==> src/rtl/lda_gibbs_topic_resampler_assert.svh <==
// Assertion macros shared by the topic resampler RTL.
// Needs clk_i in the scope of each use, and rst_ni for LGTR_ASSERT.
`ifndef LDA_GIBBS_TOPIC_RESAMPLER_ASSERT_SVH
`define LDA_GIBBS_TOPIC_RESAMPLER_ASSERT_SVH
`ifndef SYNTH
`define LGTR_ASSERT(lbl, prop) \
  lbl: assert property (@(posedge clk_i) disable iff (!rst_ni) prop) \
    else $error("lgtr assertion failed");
`define LGTR_ASSERT_ALWAYS(lbl, prop) \
  lbl: assert property (@(posedge clk_i) prop) \
    else $error("lgtr assertion failed");
`else
`define LGTR_ASSERT(lbl, prop)
`define LGTR_ASSERT_ALWAYS(lbl, prop)
`endif
`endif

==> src/rtl/lgtr_pkg.sv <==
// Types and constants of the LDA topic resampler.
// No dependencies.
package lgtr_pkg;

  localparam int NUM_TOPICS_DEF  = 64;
  localparam int VOCAB_WORDS_DEF = 4096;
  localparam int NUM_DOCS_DEF    = 1024;
  localparam int COUNT_BITS_DEF  = 20;

  localparam int TOPIC_W = 6;
  localparam int TOT_W   = 24;
  localparam int OP_W    = 64;
  localparam int DEN_W   = 46;
  localparam int WGT_W   = 48;
  localparam int VB_W    = 45;
  localparam int CFG_W   = 32;
  localparam int CFG_IDX_W = 2;

  localparam logic [CFG_IDX_W-1:0] CFG_VOCAB  = 2'd0;
  localparam logic [CFG_IDX_W-1:0] CFG_TOPICS = 2'd1;
  localparam logic [CFG_IDX_W-1:0] CFG_ALPHA  = 2'd2;
  localparam logic [CFG_IDX_W-1:0] CFG_BETA   = 2'd3;

  localparam logic [12:0] VOCAB_RST  = 13'd4096;
  localparam logic [6:0]  TOPICS_RST = 7'd64;
  localparam logic [31:0] ALPHA_RST  = 32'd32768;
  localparam logic [31:0] BETA_RST   = 32'd655;

  typedef struct packed {
    logic        func;
    logic [11:0] word_id;
    logic [9:0]  doc_id;
    logic [5:0]  old_topic;
    logic [31:0] random_u;
    logic [23:0] token_tag;
    logic        last_token;
  } in_t;

  typedef struct packed {
    logic [23:0] result_tag;
    logic [5:0]  new_topic;
    logic        sweep_done;
  } out_t;

  // Operands of one topic weight.
  typedef struct packed {
    logic [OP_W-1:0]  a;
    logic [OP_W-1:0]  b;
    logic [DEN_W-1:0] den;
  } wreq_t;

endpackage

==> src/rtl/lgtr_weight_unit.sv <==
// Multi-cycle topic weight unit: a*b*2^16/den with saturation, zero for a zero den.
// Depends on lgtr_pkg and lda_gibbs_topic_resampler_assert.svh.
`include "lda_gibbs_topic_resampler_assert.svh"
module lgtr_weight_unit (
  input  logic                          clk_i,
  input  logic                          rst_ni,
  input  logic                          start_i,
  input  lgtr_pkg::wreq_t               req_i,
  output logic                          done_o,
  output logic [lgtr_pkg::WGT_W-1:0]    weight_o
);

  localparam int DW = lgtr_pkg::DEN_W;
  localparam int WW = lgtr_pkg::WGT_W;

  localparam logic [2:0] U_IDLE = 3'd0;
  localparam logic [2:0] U_MUL  = 3'd1;
  localparam logic [2:0] U_CHK  = 3'd2;
  localparam logic [2:0] U_DIV  = 3'd3;

  logic [2:0]      state_q, state_d;
  lgtr_pkg::wreq_t req_q;
  logic [1:0]      k_q, k_d;
  logic [127:0]    acc_q, acc_d;
  logic [DW-1:0]   rem_q, rem_d;
  logic [WW-1:0]   low_q, low_d;
  logic [WW-1:0]   quo_q, quo_d;
  logic [5:0]      cnt_q, cnt_d;
  logic            done_q, done_d;
  logic [WW-1:0]   wgt_q, wgt_d;

  logic [31:0]  mx, my;
  logic [63:0]  pp;
  logic [127:0] pp_sh;
  logic [63:0]  rtop;
  logic [DW:0]  rs;

  always_comb begin
    mx = k_q[0] ? req_q.a[63:32] : req_q.a[31:0];
    my = k_q[1] ? req_q.b[63:32] : req_q.b[31:0];
    pp = 64'(mx) * 64'(my);
    case (k_q)
      2'd0:    pp_sh = 128'(pp);
      2'd3:    pp_sh = {pp, 64'd0};
      default: pp_sh = 128'(pp) << 32;
    endcase
    rtop = acc_q[95:32];
    rs   = {rem_q, low_q[WW-1]};
  end

  always_comb begin
    state_d = state_q;
    k_d     = k_q;
    acc_d   = acc_q;
    rem_d   = rem_q;
    low_d   = low_q;
    quo_d   = quo_q;
    cnt_d   = cnt_q;
    done_d  = 1'b0;
    wgt_d   = wgt_q;
    case (state_q)
      U_IDLE: begin
        if (start_i) begin
          acc_d   = '0;
          k_d     = 2'd0;
          state_d = U_MUL;
        end
      end
      U_MUL: begin
        acc_d = acc_q + pp_sh;
        k_d   = k_q + 2'd1;
        if (k_q == 2'd3) begin
          state_d = U_CHK;
        end
      end
      U_CHK: begin
        if (req_q.den == '0) begin
          wgt_d   = '0;
          done_d  = 1'b1;
          state_d = U_IDLE;
        end else if (acc_q[127:96] != '0 || rtop >= 64'(req_q.den)) begin
          wgt_d   = '1;
          done_d  = 1'b1;
          state_d = U_IDLE;
        end else begin
          rem_d   = rtop[DW-1:0];
          low_d   = {acc_q[31:0], 16'd0};
          quo_d   = '0;
          cnt_d   = 6'(WW - 1);
          state_d = U_DIV;
        end
      end
      U_DIV: begin
        // One quotient bit per cycle, restoring division.
        if (rs >= (DW+1)'(req_q.den)) begin
          rem_d = DW'(rs - (DW+1)'(req_q.den));
          quo_d = {quo_q[WW-2:0], 1'b1};
        end else begin
          rem_d = rs[DW-1:0];
          quo_d = {quo_q[WW-2:0], 1'b0};
        end
        low_d = low_q << 1;
        cnt_d = cnt_q - 6'd1;
        if (cnt_q == '0) begin
          wgt_d   = quo_d;
          done_d  = 1'b1;
          state_d = U_IDLE;
        end
      end
      default: state_d = U_IDLE;
    endcase
  end

  always_ff @(posedge clk_i or negedge rst_ni) begin
    if (!rst_ni) begin
      state_q <= U_IDLE;
      done_q  <= 1'b0;
    end else begin
      state_q <= state_d;
      done_q  <= done_d;
    end
  end

  always_ff @(posedge clk_i) begin
    if (state_q == U_IDLE && start_i) begin
      req_q <= req_i;
    end
    k_q   <= k_d;
    acc_q <= acc_d;
    rem_q <= rem_d;
    low_q <= low_d;
    quo_q <= quo_d;
    cnt_q <= cnt_d;
    wgt_q <= wgt_d;
  end

  assign done_o   = done_q;
  assign weight_o = wgt_q;

  `LGTR_ASSERT(a_rem_below_den, state_q == U_DIV |-> rem_q < req_q.den)
  `LGTR_ASSERT(a_done_from_work, done_q |-> $past(state_q) == U_CHK || $past(state_q) == U_DIV)
  `LGTR_ASSERT(a_mul_to_chk, state_q == U_MUL && k_q == 2'd3 |=> state_q == U_CHK)

endmodule
==> config.mk <==
export PLATFORM = sky130hd
export DESIGN_NAME = lgtr_weight_unit
export DESIGN_NICKNAME = d
export VERILOG_FILES = /design/src/rtl/lgtr_pkg.sv /design/src/rtl/lgtr_weight_unit.sv
export VERILOG_INCLUDE_DIRS = /design/src /design/src/rtl
export SDC_FILE = /design/constraint.sdc
export NUM_CORES = 2
export LEC_CHECK = 0
export BUFFER_PORTS_ARGS = -buffer_cell sky130_fd_sc_hd__buf_4
export CAP_MARGIN = 20
export CORE_MARGIN = 4
export CORE_UTILIZATION = 55
export CTS_CLUSTER_DIAMETER = 30
export DETAILED_ROUTE_END_ITERATION = 7
export PLACE_DENSITY = 0.73
export SYNTH_ARGS = -nofsm -noshare
export SYNTH_HDL_FRONTEND = slang
export SYNTH_SLANG_ARGS = --single-unit
==> constraint.sdc <==
create_clock -name clk_i -period 35.9 [get_ports clk_i]
set_input_delay 5.385 -clock clk_i [delete_from_list [all_inputs] [get_ports clk_i]]
set_output_delay 5.385 -clock clk_i [all_outputs]
set_load 0.05 [all_outputs]
==> results.md <==
- Status: finished, final reports clean
- Fmax: 0.0663 GHz
- Final Max Tran Viols: 0
- CP required: 36370 ps
- Die ar.: 122000 um2
- Number of H-tree levels: 3
- Tmin final: 15080 ps
- Post-synth EDFFs: 483
- Port Buffers: 225
- Top Ports: 226
- Vias after detailed routing: 54117
- Crit path to: acc_q[115]
- Core Box Area: 116000 um2
- Post-CTS Hold Fix Bufs: 0
- Synthesized netlist cell count: 7065
- CP max-delay cell: mux2_2
- Capture point of the worst reg-to-reg path: acc_q[115]
- Post-CTS setup buffer count: 0
- Clock Path Buffers: 3
- Max-slew headroom at the worst pin: 22.8%
- Initial antenna violation count: 14
- Total CTS buffers: 114
- Die Y: 350 um
- Number of synthesized register bits: 486
- Worst-Skew Late Latency: 780 ps
- DRT Wirelength: 219000 um
- First-pass GRT wire length: 329000 um
- Async set-or-reset flop fraction in the synthesized netlist: 0.617%
- Worst-path clk slew: 50 ps
- Drt drc: 0
- Congestion Overflow GR: 0
- Iteration-0 DRC Markers: 5604
- Vias in the first global route: 55127
- Syn Area/Cell: 9.10 um2
- Synth top area share: 27.9%
- Clk_skew: 79.3 ps
- Setup violation total in the final timing report: 0
- Post-synth net total: 8633
- Pin count of the biggest net entering global routing: 104
- Layout cell share with drive strength beyond 1: 9.35%
- Most numerous cell in the Yosys netlist: inv_1
- Placer Congestion: 1.05
- YS warnings: 0
- Fin. Hold Viols: 0
- Worst setup slack after layout: 20820 ps
- Die W: 350 um
- Seq/Total Area, Yosys: 22.7%
- Leading area contributor after synthesis: fa_1
- Total global-route track usage: 35.8%
- Worst R2R Setup Slack: 20820 ps
- Startpoint types: flop
- DP HPWL: 171000 um
- Nets: 8742
- Post-CTS sizing: 0
- WHS: 499 ps
- Cell repeated most along the worst path: fa_1
- DRT antenna net count: 0
- Crit path arrival time: 15550 ps
- DR WL/cell: 24.8 um
- Crit path from: k_q[1]
- Setup Total Neg Slack: 0 ps
- Primary FF master, synth: edfxtp_1
- HP Class: reg -> reg
- Critical Path End Type: flop
- Crit Path Class: reg -> reg
- Synth unique cells: 102
- Placement row count: 125
- Reg2reg path depth: 37
- Post-placement setup slack: 21560 ps
- Routed vias/inst: 6.15
- Worst slew pin tran: 1140 ps
- Initial core utilization: 55.4%
- Worst flop-to-flop path startpoint: k_q[1]
- Drt first pass iters: 8
- Area contributors post-synth: fa_1, edfxtp_1, ha_1
- CP max stage delay: 1010 ps
- Total clock sinks: 486
- MaxCap Viol Count: 0
- Synth top cells by count: inv_1, nand2_1, nor2_1
- CTS root buffer: clkbuf_16
- P&R area growth vs syn: 11.5%
- RSZ-0062 raised after global routing: no
- CP max FO: 43
- TritonCTS clock tree: done
- Post-Syn Area: 64300 um2
- Final Cycle Share: 42.0%
## area by class of cell
type                            count  area (um2)
Clock inverter                     97        1200
Multi-Input combinational cell   5174       44700
Fill cell                        9806       44500
Antenna cell                        6        15.0
Tap cell                         1524        1910
Clock buffer                      119        2870
Sequential cell                   486       14600
Inverter                         1072        4030
Timing Repair Buffer              326        2460
## registers in the layout (all words and copies together) (netlist names), 6 cells and up
name	cells
low_q	32
acc_q	128
quo_q	47
cnt_q	6
weight_o	48
req_q	174
rem_q	46
## worst max-delay path: cells and delay by family (launching register included)
family                     cells  cell delay [ps]
AOI/OAI and AO/OA             13             3860
xor gates and xnor gates       2              740
adders and majority gates     10             4870
buffers and inverters          3             1210
DFF                            1              340
muxes                          1             1010
and+or+nand+nor                8             2730
## worst min path at each step
stage                      to  slack, ps  cells after the start      start
global route        low_q[29]        530                      2  low_q[28]
CTS                 low_q[29]        490                      2  low_q[28]
finish              low_q[34]        500                      2  low_q[33]
global placement    low_q[22]        490                      2  low_q[21]
detailed placement  low_q[28]        490                      2  low_q[27]
floorplan           low_q[18]        480                      2  low_q[17]
## per-stage QoR
| step | utilization (%) | area (um2) | cells |
|---|---|---|---|
| 5_1_grt | 61.7 | 71700 | 8798 |
| 6_report | 61.7 | 71700 | 8804 |
| 2_1_floorplan | - | 64300 | 7065 |
| 3_3_place_gp | 58.2 | 67600 | 8579 |
| 4_1_cts | 61.7 | 71700 | 8795 |
| 3_5_place_dp | 58.2 | 67600 | 8579 |
## metal layers
metal / share of wire (%) / vias to the layer above / GRT usage (%)
met3: 12 / 794 / 9.80
met5: 0.039 / - / 0
li1: - / 23270 / -
met2: 44 / 3231 / 54.3
met1: 38 / 26810 / 47.2
met4: 6.3 / 12 / 18.8
## logic make-up (layout without fill, tap and decap cells)
family / after synthesis / count (layout) / share of synthesized area [%]
other: 0 / 6 / 0
muxes: 131 / 131 / 2.16
and+or+nand+nor: 2357 / 2357 / 15.6
DFF: 486 / 486 / 22.7
buffers and inverters: 1405 / 1614 / 8.33
xor gates and xnor gates: 216 / 216 / 2.94
adders and majority gates: 1391 / 1391 / 37.5
AOI/OAI and AO/OA: 1079 / 1079 / 10.8
## cell usage in the layout (no fill, tap or decap), types with 37 or more instances in the layout
master,Yosys,final
inv_1,1071,1070
nand2_1,957,954
nor2_1,930,928
fa_1,898,898
ha_1,493,492
edfxtp_1,483,483
a21oi_1,346,346
buf_4,4,324
o21ai_0,181,181
xnor2_1,131,131
a21o_1,129,129
clkbuf_16,0,114
nand4_1,103,103
xor2_1,85,85
and2_1,75,73
o21bai_1,62,62
nand3_1,62,62
a31oi_1,56,56
mux2_2,53,53
a22o_1,48,48
nor3_1,45,45
o21a_1,39,39
nor4_1,37,37
Power is not shown: default switching activity piles up to over one toggle a cycle in this logic, so the estimate is an artifact.
